[src/rtl/mcc_pkg.sv]
package mcc_pkg;

    // serial multiplier geometry
    localparam int MCAND_W = 27;
    localparam int DIGIT_W = 8;
    localparam int PROD_W  = MCAND_W + DIGIT_W;

    // input function codes
    localparam logic [1:0] FUNC_MEAS   = 2'd0;
    localparam logic [1:0] FUNC_REF    = 2'd1;
    localparam logic [1:0] FUNC_RELOAD = 2'd2;

    // result mode codes
    localparam logic [1:0] MODE_ILLUM  = 2'd0;
    localparam logic [1:0] MODE_CHAN   = 2'd1;
    localparam logic [1:0] MODE_RELOAD = 2'd2;

    // register indexes
    localparam logic [2:0] REG_THR_LUMA  = 3'd0;
    localparam logic [2:0] REG_GAIN_LUMA = 3'd1;
    localparam logic [2:0] REG_THR_CHAN  = 3'd2;
    localparam logic [2:0] REG_GAIN_RED  = 3'd3;
    localparam logic [2:0] REG_GAIN_GRN  = 3'd4;
    localparam logic [2:0] REG_GAIN_BLU  = 3'd5;
    localparam logic [2:0] REG_INIT_BG   = 3'd6;
    localparam logic [2:0] REG_INIT_YP   = 3'd7;

    typedef struct packed {
        logic                      start;
        logic signed [MCAND_W-1:0] mcand;
        logic [DIGIT_W-1:0]        mplier;
    } t_mul_req;

    typedef struct packed {
        logic                     done;
        logic signed [PROD_W-1:0] product;
    } t_mul_rsp;

endpackage

[src/rtl/mcc_mul.sv]
module mcc_mul (
    input  logic              i_clk,
    input  logic              i_rst_n,
    input  mcc_pkg::t_mul_req i_req,
    output mcc_pkg::t_mul_rsp o_rsp
);
    import mcc_pkg::*;

    logic                     r_busy;
    logic                     r_done;
    logic [2:0]               r_cnt;
    logic signed [PROD_W-1:0] r_acc;
    logic signed [PROD_W-1:0] r_mc;
    logic [DIGIT_W-1:0]       r_mp;

    // one multiplier bit per cycle, lsb first
    always_ff @(posedge i_clk) begin
        if (!i_rst_n) begin
            r_busy <= 1'b0;
            r_done <= 1'b0;
            r_cnt  <= '0;
        end else begin
            r_done <= 1'b0;
            if (i_req.start) begin
                r_busy <= 1'b1;
                r_cnt  <= '0;
                r_acc  <= '0;
                r_mc   <= {{DIGIT_W{i_req.mcand[MCAND_W-1]}}, i_req.mcand};
                r_mp   <= i_req.mplier;
            end else if (r_busy) begin
                if (r_mp[0]) begin
                    r_acc <= r_acc + r_mc;
                end
                r_mc  <= r_mc <<< 1;
                r_mp  <= r_mp >> 1;
                r_cnt <= r_cnt + 3'd1;
                if (r_cnt == 3'(DIGIT_W - 1)) begin
                    r_busy <= 1'b0;
                    r_done <= 1'b1;
                end
            end
        end
    end

    always_comb begin
        o_rsp.done    = r_done;
        o_rsp.product = r_acc;
    end

`ifndef NO_ASSERTIONS
    a_no_start_busy: assert property (@(posedge i_clk) disable iff (!i_rst_n)
        i_req.start |-> !r_busy)
        else $error("multiply started while busy");
    a_done_pulse: assert property (@(posedge i_clk) disable iff (!i_rst_n)
        r_done |=> !r_done)
        else $error("done held longer than one cycle");
    a_done_after_last: assert property (@(posedge i_clk) disable iff (!i_rst_n)
        (r_busy && !i_req.start && r_cnt == 3'(DIGIT_W - 1)) |=> (r_done && !r_busy))
        else $error("multiply did not finish after last digit");
`endif

endmodule

[src/rtl/marker_color_calibrator_top.sv]
// a reference is stored as it is taken; a reload gives its four results in slot order, each
//   as soon as the output side is free; a measurement passes decide, a luma product in
//   illuminance mode, a product per channel (in channel mode only past its threshold) and
//   emit, held by any output stall; each product has issue, start, 8 bit-serial steps, done
// throughput: one item at a time; the next is taken once the result is in the output register
// reset: synchronous active-low, loads register defaults, clears references and drives
module marker_color_calibrator_top (
    input  logic        i_clk,
    input  logic        i_rst_n,
    // item input
    input  logic        i_in_valid,
    output logic        o_in_ready,
    input  logic [1:0]  i_func,
    input  logic [1:0]  i_color,
    input  logic [7:0]  i_red_in,
    input  logic [7:0]  i_green_in,
    input  logic [7:0]  i_blue_in,
    input  logic [7:0]  i_luma_in,
    // result output
    output logic        o_out_valid,
    input  logic        i_out_ready,
    output logic [1:0]  o_color_out,
    output logic [7:0]  o_red_out,
    output logic [7:0]  o_green_out,
    output logic [7:0]  o_blue_out,
    output logic [1:0]  o_mode_out,
    output logic        o_last,
    // configuration writes
    input  logic        i_cfg_we,
    input  logic [2:0]  i_cfg_idx,
    input  logic [47:0] i_cfg_data
);
    import mcc_pkg::*;

    typedef enum logic [2:0] {
        S_IDLE,
        S_DECIDE,
        S_KWAIT,
        S_CHAN,
        S_CWAIT,
        S_EMIT,
        S_RELOAD
    } t_state;

    t_state r_state;

    // configuration registers
    logic [7:0]  r_thr_luma;
    logic [15:0] r_gain_luma;
    logic [7:0]  r_thr_chan;
    logic [15:0] r_gain [3];
    logic [47:0] r_init_bg;
    logic [47:0] r_init_yp;

    // per-slot state: reference {r,g,b,luma} and drive {r,g,b}
    logic [31:0] r_ref [4];
    logic [23:0] r_drv [4];

    // working copy of the item in progress
    logic [1:0]               r_slot;
    logic [31:0]              r_cur_word;
    logic [31:0]              r_ref_word;
    logic [23:0]              r_drv_word;
    logic [1:0]               r_mode;
    logic [1:0]               r_ch;
    logic signed [MCAND_W-1:0] r_k;
    logic [7:0]               r_res [3];

    // output register
    logic       r_out_valid;
    logic [1:0] r_color_out;
    logic [7:0] r_red_out;
    logic [7:0] r_green_out;
    logic [7:0] r_blue_out;
    logic [1:0] r_mode_out;
    logic       r_last;

    t_mul_req r_mul_req;
    t_mul_rsp w_mul_rsp;

    logic w_in_xfer;
    logic w_out_free;

    // selected channel of the item in progress
    logic [7:0]  w_ref_c;
    logic [7:0]  w_cur_c;
    logic [7:0]  w_drv_c;
    logic [15:0] w_gain_c;
    logic [8:0]  w_e;
    logic [7:0]  w_e_mag;
    logic [8:0]  w_el;
    logic [7:0]  w_el_mag;
    logic [23:0] w_init_drv;

    logic signed [PROD_W-1:0] w_p_chan;
    logic signed [PROD_W-1:0] w_p_luma;
    logic signed [PROD_W-1:0] w_chan_v;
    logic signed [PROD_W-1:0] w_k_full;
    logic [7:0]               w_res_new;

    // floor of v / 2^frac, clamped to 0..255
    function automatic logic [7:0] f_clamp(input logic signed [PROD_W-1:0] v,
                                           input logic sh16);
        logic signed [PROD_W-1:0] q;
        logic [7:0]               r;
        q = sh16 ? (v >>> 16) : (v >>> 12);
        if (v[PROD_W-1]) begin
            r = 8'd0;
        end else if (q > PROD_W'(255)) begin
            r = 8'hFF;
        end else begin
            r = q[7:0];
        end
        return r;
    endfunction

    mcc_mul u_mul (
        .i_clk   (i_clk),
        .i_rst_n (i_rst_n),
        .i_req   (r_mul_req),
        .o_rsp   (w_mul_rsp)
    );

    assign o_in_ready = (r_state == S_IDLE);
    assign w_in_xfer  = i_in_valid && o_in_ready;
    // output register can take a new result this cycle
    assign w_out_free = !r_out_valid || i_out_ready;

    always_comb begin
        case (r_ch)
            2'd0: begin
                w_ref_c  = r_ref_word[31:24];
                w_cur_c  = r_cur_word[31:24];
                w_drv_c  = r_drv_word[23:16];
                w_gain_c = r_gain[0];
            end
            2'd1: begin
                w_ref_c  = r_ref_word[23:16];
                w_cur_c  = r_cur_word[23:16];
                w_drv_c  = r_drv_word[15:8];
                w_gain_c = r_gain[1];
            end
            default: begin
                w_ref_c  = r_ref_word[15:8];
                w_cur_c  = r_cur_word[15:8];
                w_drv_c  = r_drv_word[7:0];
                w_gain_c = r_gain[2];
            end
        endcase
    end

    // reload order: blue, yellow, pink, green slots
    always_comb begin
        case (r_ch)
            2'd0:    w_init_drv = r_init_bg[47:24];
            2'd1:    w_init_drv = r_init_yp[47:24];
            2'd2:    w_init_drv = r_init_yp[23:0];
            default: w_init_drv = r_init_bg[23:0];
        endcase
    end

    // errors as reference minus measured, 9-bit two's complement
    assign w_e      = {1'b0, w_ref_c} - {1'b0, w_cur_c};
    assign w_e_mag  = w_e[8] ? 8'(-w_e) : w_e[7:0];
    assign w_el     = {1'b0, r_ref_word[7:0]} - {1'b0, r_cur_word[7:0]};
    assign w_el_mag = w_el[8] ? 8'(-w_el) : w_el[7:0];

    // multiplier works on magnitudes, sign applied here
    assign w_p_chan = w_e[8] ? -w_mul_rsp.product : w_mul_rsp.product;
    assign w_p_luma = w_el[8] ? -w_mul_rsp.product : w_mul_rsp.product;
    assign w_chan_v = $signed({15'd0, w_drv_c, 12'd0}) + w_p_chan;
    // illuminance factor 1 + gain*err in q.16
    assign w_k_full = PROD_W'(65536) + w_p_luma;

    assign w_res_new = (r_mode == MODE_ILLUM) ? f_clamp(w_mul_rsp.product, 1'b1)
                                              : f_clamp(w_chan_v, 1'b0);

    always_ff @(posedge i_clk) begin
        if (!i_rst_n) begin
            r_state     <= S_IDLE;
            r_out_valid <= 1'b0;
            r_mul_req   <= '0;
            r_ch        <= '0;
            r_thr_luma  <= 8'd10;
            r_gain_luma <= 16'd66;
            r_thr_chan  <= 8'd10;
            r_gain[0]   <= 16'd410;
            r_gain[1]   <= 16'd410;
            r_gain[2]   <= 16'd410;
            r_init_bg   <= '0;
            r_init_yp   <= '0;
            for (int i = 0; i < 4; i++) begin
                r_ref[i] <= '0;
                r_drv[i] <= '0;
            end
        end else begin
            r_mul_req.start <= 1'b0;
            if (r_out_valid && i_out_ready) begin
                r_out_valid <= 1'b0;
            end

            if (i_cfg_we) begin
                case (i_cfg_idx)
                    REG_THR_LUMA:  r_thr_luma  <= i_cfg_data[7:0];
                    REG_GAIN_LUMA: r_gain_luma <= i_cfg_data[15:0];
                    REG_THR_CHAN:  r_thr_chan  <= i_cfg_data[7:0];
                    REG_GAIN_RED:  r_gain[0]   <= i_cfg_data[15:0];
                    REG_GAIN_GRN:  r_gain[1]   <= i_cfg_data[15:0];
                    REG_GAIN_BLU:  r_gain[2]   <= i_cfg_data[15:0];
                    REG_INIT_BG:   r_init_bg   <= i_cfg_data;
                    REG_INIT_YP:   r_init_yp   <= i_cfg_data;
                    default:       ;
                endcase
            end

            case (r_state)
                S_IDLE: begin
                    if (w_in_xfer) begin
                        r_slot     <= i_color;
                        r_cur_word <= {i_red_in, i_green_in, i_blue_in, i_luma_in};
                        r_ref_word <= r_ref[i_color];
                        r_drv_word <= r_drv[i_color];
                        r_ch       <= '0;
                        case (i_func)
                            FUNC_MEAS: begin
                                // no stored reference luma: nothing to correct
                                if (r_ref[i_color][7:0] != 8'd0) begin
                                    r_state <= S_DECIDE;
                                end
                            end
                            FUNC_REF: begin
                                r_ref[i_color] <= {i_red_in, i_green_in, i_blue_in, i_luma_in};
                            end
                            FUNC_RELOAD: begin
                                r_drv[0] <= r_init_bg[47:24];
                                r_drv[1] <= r_init_yp[47:24];
                                r_drv[2] <= r_init_yp[23:0];
                                r_drv[3] <= r_init_bg[23:0];
                                r_state  <= S_RELOAD;
                            end
                            default: ;
                        endcase
                    end
                end
                S_DECIDE: begin
                    if (w_el_mag > r_thr_luma) begin
                        r_mode           <= MODE_ILLUM;
                        r_mul_req.start  <= 1'b1;
                        r_mul_req.mcand  <= MCAND_W'(r_gain_luma);
                        r_mul_req.mplier <= w_el_mag;
                        r_state          <= S_KWAIT;
                    end else begin
                        r_mode  <= MODE_CHAN;
                        r_state <= S_CHAN;
                    end
                end
                S_KWAIT: begin
                    if (w_mul_rsp.done) begin
                        r_k     <= w_k_full[MCAND_W-1:0];
                        r_state <= S_CHAN;
                    end
                end
                S_CHAN: begin
                    if (r_mode == MODE_ILLUM) begin
                        r_mul_req.start  <= 1'b1;
                        r_mul_req.mcand  <= r_k;
                        r_mul_req.mplier <= w_drv_c;
                        r_state          <= S_CWAIT;
                    end else if (w_e_mag > r_thr_chan) begin
                        r_mul_req.start  <= 1'b1;
                        r_mul_req.mcand  <= MCAND_W'(w_gain_c);
                        r_mul_req.mplier <= w_e_mag;
                        r_state          <= S_CWAIT;
                    end else begin
                        // channel within threshold keeps its drive
                        r_res[r_ch] <= w_drv_c;
                        if (r_ch == 2'd2) begin
                            r_state <= S_EMIT;
                        end else begin
                            r_ch <= r_ch + 2'd1;
                        end
                    end
                end
                S_CWAIT: begin
                    if (w_mul_rsp.done) begin
                        r_res[r_ch] <= w_res_new;
                        if (r_ch == 2'd2) begin
                            r_state <= S_EMIT;
                        end else begin
                            r_ch    <= r_ch + 2'd1;
                            r_state <= S_CHAN;
                        end
                    end
                end
                S_EMIT: begin
                    if (w_out_free) begin
                        r_out_valid   <= 1'b1;
                        r_color_out   <= r_slot;
                        r_red_out     <= r_res[0];
                        r_green_out   <= r_res[1];
                        r_blue_out    <= r_res[2];
                        r_mode_out    <= r_mode;
                        r_last        <= 1'b1;
                        r_drv[r_slot] <= {r_res[0], r_res[1], r_res[2]};
                        r_state       <= S_IDLE;
                    end
                end
                S_RELOAD: begin
                    if (w_out_free) begin
                        r_out_valid <= 1'b1;
                        r_color_out <= r_ch;
                        r_red_out   <= w_init_drv[23:16];
                        r_green_out <= w_init_drv[15:8];
                        r_blue_out  <= w_init_drv[7:0];
                        r_mode_out  <= MODE_RELOAD;
                        r_last      <= (r_ch == 2'd3);
                        r_ch        <= r_ch + 2'd1;
                        if (r_ch == 2'd3) begin
                            r_state <= S_IDLE;
                        end
                    end
                end
                default: r_state <= S_IDLE;
            endcase
        end
    end

    assign o_out_valid = r_out_valid;
    assign o_color_out = r_color_out;
    assign o_red_out   = r_red_out;
    assign o_green_out = r_green_out;
    assign o_blue_out  = r_blue_out;
    assign o_mode_out  = r_mode_out;
    assign o_last      = r_last;

`ifndef NO_ASSERTIONS
    a_done_in_wait: assert property (@(posedge i_clk) disable iff (!i_rst_n)
        w_mul_rsp.done |-> (r_state == S_KWAIT || r_state == S_CWAIT))
        else $error("multiplier result arrived outside a wait state");
    a_chan_range: assert property (@(posedge i_clk) disable iff (!i_rst_n)
        (r_state == S_CHAN || r_state == S_CWAIT) |-> (r_ch != 2'd3))
        else $error("channel index out of range");
    a_reload_last: assert property (@(posedge i_clk) disable iff (!i_rst_n)
        (r_out_valid && r_mode_out == MODE_RELOAD && r_last) |-> (r_color_out == 2'd3))
        else $error("reload ended on wrong slot");
    a_emit_free: assert property (@(posedge i_clk) disable iff (!i_rst_n)
        (r_out_valid && !i_out_ready && (r_state == S_EMIT || r_state == S_RELOAD))
        |=> ($stable(r_color_out) && r_out_valid))
        else $error("pending result overwritten");
`endif

endmodule

[config.mk]
export PLATFORM = sky130hd
export DESIGN_NAME = marker_color_calibrator_top
export DESIGN_NICKNAME = d
export VERILOG_FILES = /design/src/rtl/mcc_pkg.sv /design/src/rtl/mcc_mul.sv /design/src/rtl/marker_color_calibrator_top.sv
export SDC_FILE = /design/constraint.sdc
export NUM_CORES = 1
export LEC_CHECK = 0
export ABC_AREA = 1
export BUFFER_PORTS_ARGS = -buffer_cell sky130_fd_sc_hd__buf_2
export CAP_MARGIN = 15
export CORE_ASPECT_RATIO = 1.2
export CORE_UTILIZATION = 55
export CTS_BUF_LIST = sky130_fd_sc_hd__clkbuf_8
export DETAILED_ROUTE_END_ITERATION = 8
export HOLD_SLACK_MARGIN = 0.03
export PLACE_DENSITY = 0.77
export REMOVE_ABC_BUFFERS = 1
export SKIP_LAST_GASP = 1
export SLEW_MARGIN = 20
export SYNTH_ARGS = -nofsm -noshare
export SYNTH_HDL_FRONTEND = slang
export SYNTH_SLANG_ARGS = --single-unit
[constraint.sdc]
create_clock -name i_clk -period 5.5 [get_ports i_clk]
set_input_delay 0.275 -clock i_clk [delete_from_list [all_inputs] [get_ports i_clk]]
set_output_delay 0.275 -clock i_clk [all_outputs]
set_load 0.005 [all_outputs]
==> results.md <==
* Met3 Use GR at 0.04488
* Count of cell types in the netlist at 53
* Leak at 0.01496 uW
* Initial core utilization at 0.5577
* Final setup violation count at 0
* R2R depth at 32
* Largest net degree at the start of global routing at 87
* Core area at 59840 um2
* Critical Path RT at 5.96 ns
* Htree depth at 3
* Clk pin slew, worst setup/hold paths at 0.07 ns
* Fin crit share at 0.9324
* HPWL after DPL at 60190 um
* Top-count cell post-synth: nand2_1
* Post-Synth Simple-Gate Area at 0.1610
* Post-Syn Area per Cell at 9.283 um2
* Initial antenna violation count at 4
* Routed WL per cell at 20.29 um
* Met1 usage at 0.3982
* Die area at 61670 um2
* CTS tree: done
* Fin cells at 4677
* Layout Nets at 3963
* XOR/XNOR Fraction of Synth Area at 0.01653
* FF-to-FF setup slack at 0.37 ns
* Gr ovfl total at 0
* Cells after synthesis at 3595
* Max_cap viols at 0
* Placed inst area at 34820 um2
* Most Crowded Layer GR: met2
* Ys async rst share at 0
* Remaining antenna violation count after routing at 0
* Met2 usage at 0.5039
* Worst Path Arrival at 5.59 ns
* Relative slew slack at 0.3271
* WP depth at 32
* Layout area overhead at 13.72%
* Total GRT Usage at 0.3075
* YS warnings at 0
* Hold/Removal Path Class: primary input to register
* Final cell area excluding filler cells at 37950 um2
* Max Fclk at 195.0 MHz
* Final Power at 16910 uW
* Share of the yosys chip area belonging to registers at 0.5738
* Post-synthesis adder-cell area fraction at 0.03352
* PwrDens at 445.5 nW/um2
* Routed WL at 94890 um
* Hold Violations, Final at 0
* Top cells by area, synth: edfxtp_1 (47%), dfxtp_1 (10%), o21ai_0 (6.6%), nand2_1 (6.3%), nor2_1 (5.4%)
* CP most frequent cell: nand2_1
* Clock skew at 0.07861 ns
* Post-synth top area cell: edfxtp_1
* Setup TNS Final at 0 ns
* Bufs on Longest Clock Path at 3
* Slowest CP cell: fa_1
* CP startpoint: r_ch[1]
* Yosys top cell area share at 0.4688
* CTS root buffer: clkbuf_8
* Critical-path maximum fanout at 16
* Latest clock arrival within the worst-skew pair at 0.75 ns
* Post-Syn Area at 33370 um2
* First drt pass iteration count at 5
* CP endpoint: r_res[1][3]
* # IOs at 123
* Ratio of cells with drive above 1 in the final layout at 0.1099
* CTS Buf Count at 106
* CP Capture Type: register
* RSZ-0062 raised after global routing: false
* Compound-Gate Fraction of Synth Area at 0.1577
* Die W at 226.9 um
* Placed insts at 4393
* Status: complete, no violations
* Max IR drop VDD at 0.3735 mV
* Clock sink count at 696
* FF-to-FF End: r_res[1][3]
* Die Span Y at 271.8 um
* Final Wtd Congestion at 1.006
* Setup crit start kind: register
* Vias per inst at 5.849
* Vias in the first global route at 26257
* Post-synth top cells: nand2_1 (560), edfxtp_1 (521), nor2_1 (481), o21ai_0 (438), inv_1 (312)
* Worst-Margin Slew at 1.007 ns
* Largest family of logic cells by synthesized area: simple AND/OR/NAND/NOR gates
* Ys flop type: edfxtp_1
* Max Slew Vio Count at 0
* EDFF count, synth at 521
* Detailed-route via count at 27354
* Core Rows at 98
* IO buf count at 122
* CP max stage delay at 0.41 ns
* DRC viols at 0
* Final min period at 5.128 ns
* RR Startpoint: r_ch[1]
* CP Buf/Inv Count at 6
* Iter 0 DRT Violations at 2910
* Critical path class: register to register
* Crit path max-delay family: simple AND/OR/NAND/NOR gates
* Global-route wire length before repair at 144800 um
* Post-synthesis mux area share at 0
* Seq cells post-synth at 696
-- metal layers --
metal	share of wire	vias up
met5	0.00012	-
met4	0.043	2
met3	0.085	263
met2	0.48	1335
met1	0.39	12899
li1	-	12855
-- logic make-up (layout without fill, tap and decap cells) --
group | after synthesis | count (layout)
xor gates and xnor gates | 63 | 63
DFF | 696 | 696
adders and majority gates | 87 | 87
other | 0 | 1
buffers and inverters | 502 | 783
AOI/OAI and AO/OA | 947 | 947
and+or+nand+nor | 1300 | 1300
-- flip-flops by register name, summed over array words and instances (netlist names), 35 cells and up --
name and cells:
r_drv 96, r_gain 48, r_init_bg 48, r_init_yp 48, r_mul_req 36, r_ref 128, u_mul.r_acc 35, u_mul.r_mc 35
-- worst reg2reg max path: cells and delay by family (launching register included) --
family	cells	cell delay, ns
buffers and inverters	6	0.87
DFF	1	0.33
AOI/OAI and AO/OA	8	0.92
adders and majority gates	4	1.24
and+or+nand+nor	14	1.54
-- through the flow --
stage / hold WS (ns) / setup slack, ns / util
after floorplan: 0.3591 / -1.793 / -
after global placement: 0.4472 / 0.3448 / 0.5818
after detailed placement: 0.4541 / 0.2090 / 0.5818
after CTS: 0.05708 / 0.1889 / 0.6333
after global routing: 0.08498 / 0.02349 / 0.6342
final: 0.1331 / 0.3720 / 0.6342
-- power by group --
| part | switching, uW | internal (uW) |
|---|---|---|
| logic | 3900 | 1920 |
| registers | 241 | 6270 |
| clock network | 2130 | 2450 |
| total | 6270 | 10600 |
-- cell usage in the layout, fill, tap and decap left out, types with 14 or more instances in the layout --
cell and n:
a22o_1 15, inv_1 335, xnor2_1 23, nor2_1 472, ha_1 81, xor2_1 40, nor2_2 14, a22oi_1 25
or2_2 14, edfxtp_1 521, clkinv_1 17, nand2_2 18, buf_2 120, buf_4 62, nand2_1 559, nand3_1 129
dlygate4sd3_1 80, o21ai_0 434, nor3_1 44, a31oi_1 37, clkinv_2 21, dfxtp_1 175, clkbuf_8 120, o22ai_1 90
a21oi_1 261, nand4_1 20, a221oi_1 17
-- timing repair --
| item | CTS | global route |
|---|---|---|
| hold endpoints to repair | 288 | 0 |
| hold buffers | 80 | 0 |
| setup buffers | 0 | 3 |
| resized for setup | 0 | 6 |
| setup endpoints to repair | 0 | 31 |
-- final cells by class --
| type | instances | area (um2) |
|---|---|---|
| timing repair buffer | 266 | 1929 |
| clock inverter | 80 | 624.3 |
| tap | 800 | 1001 |
| inverter | 317 | 1194 |
| sequential | 696 | 19150 |
| multi-input combinational | 2397 | 12400 |
| fill | 4916 | 21890 |
| antenna | 1 | 2.502 |
| clock buffer | 120 | 1652 |
-- worst min-delay path by stage --
stage / start / to / slack, ns / depth (start not counted)
5_1_grt: i_cfg_data[6] / r_init_bg[6] / 0.08 / 3
3_5_place_dp: r_mul_req[26] / r_mul_req[26] / 0.45 / 2
2_1_floorplan: i_rst_n / r_gain_luma[1] / 0.36 / 1
3_3_place_gp: r_gain_luma[1] / r_gain_luma[1] / 0.45 / 2
6_report: i_func[0] / r_state[2] / 0.13 / 6
4_1_cts: i_cfg_data[6] / r_init_bg[6] / 0.06 / 3
Power figures use the tool's default switching activity.
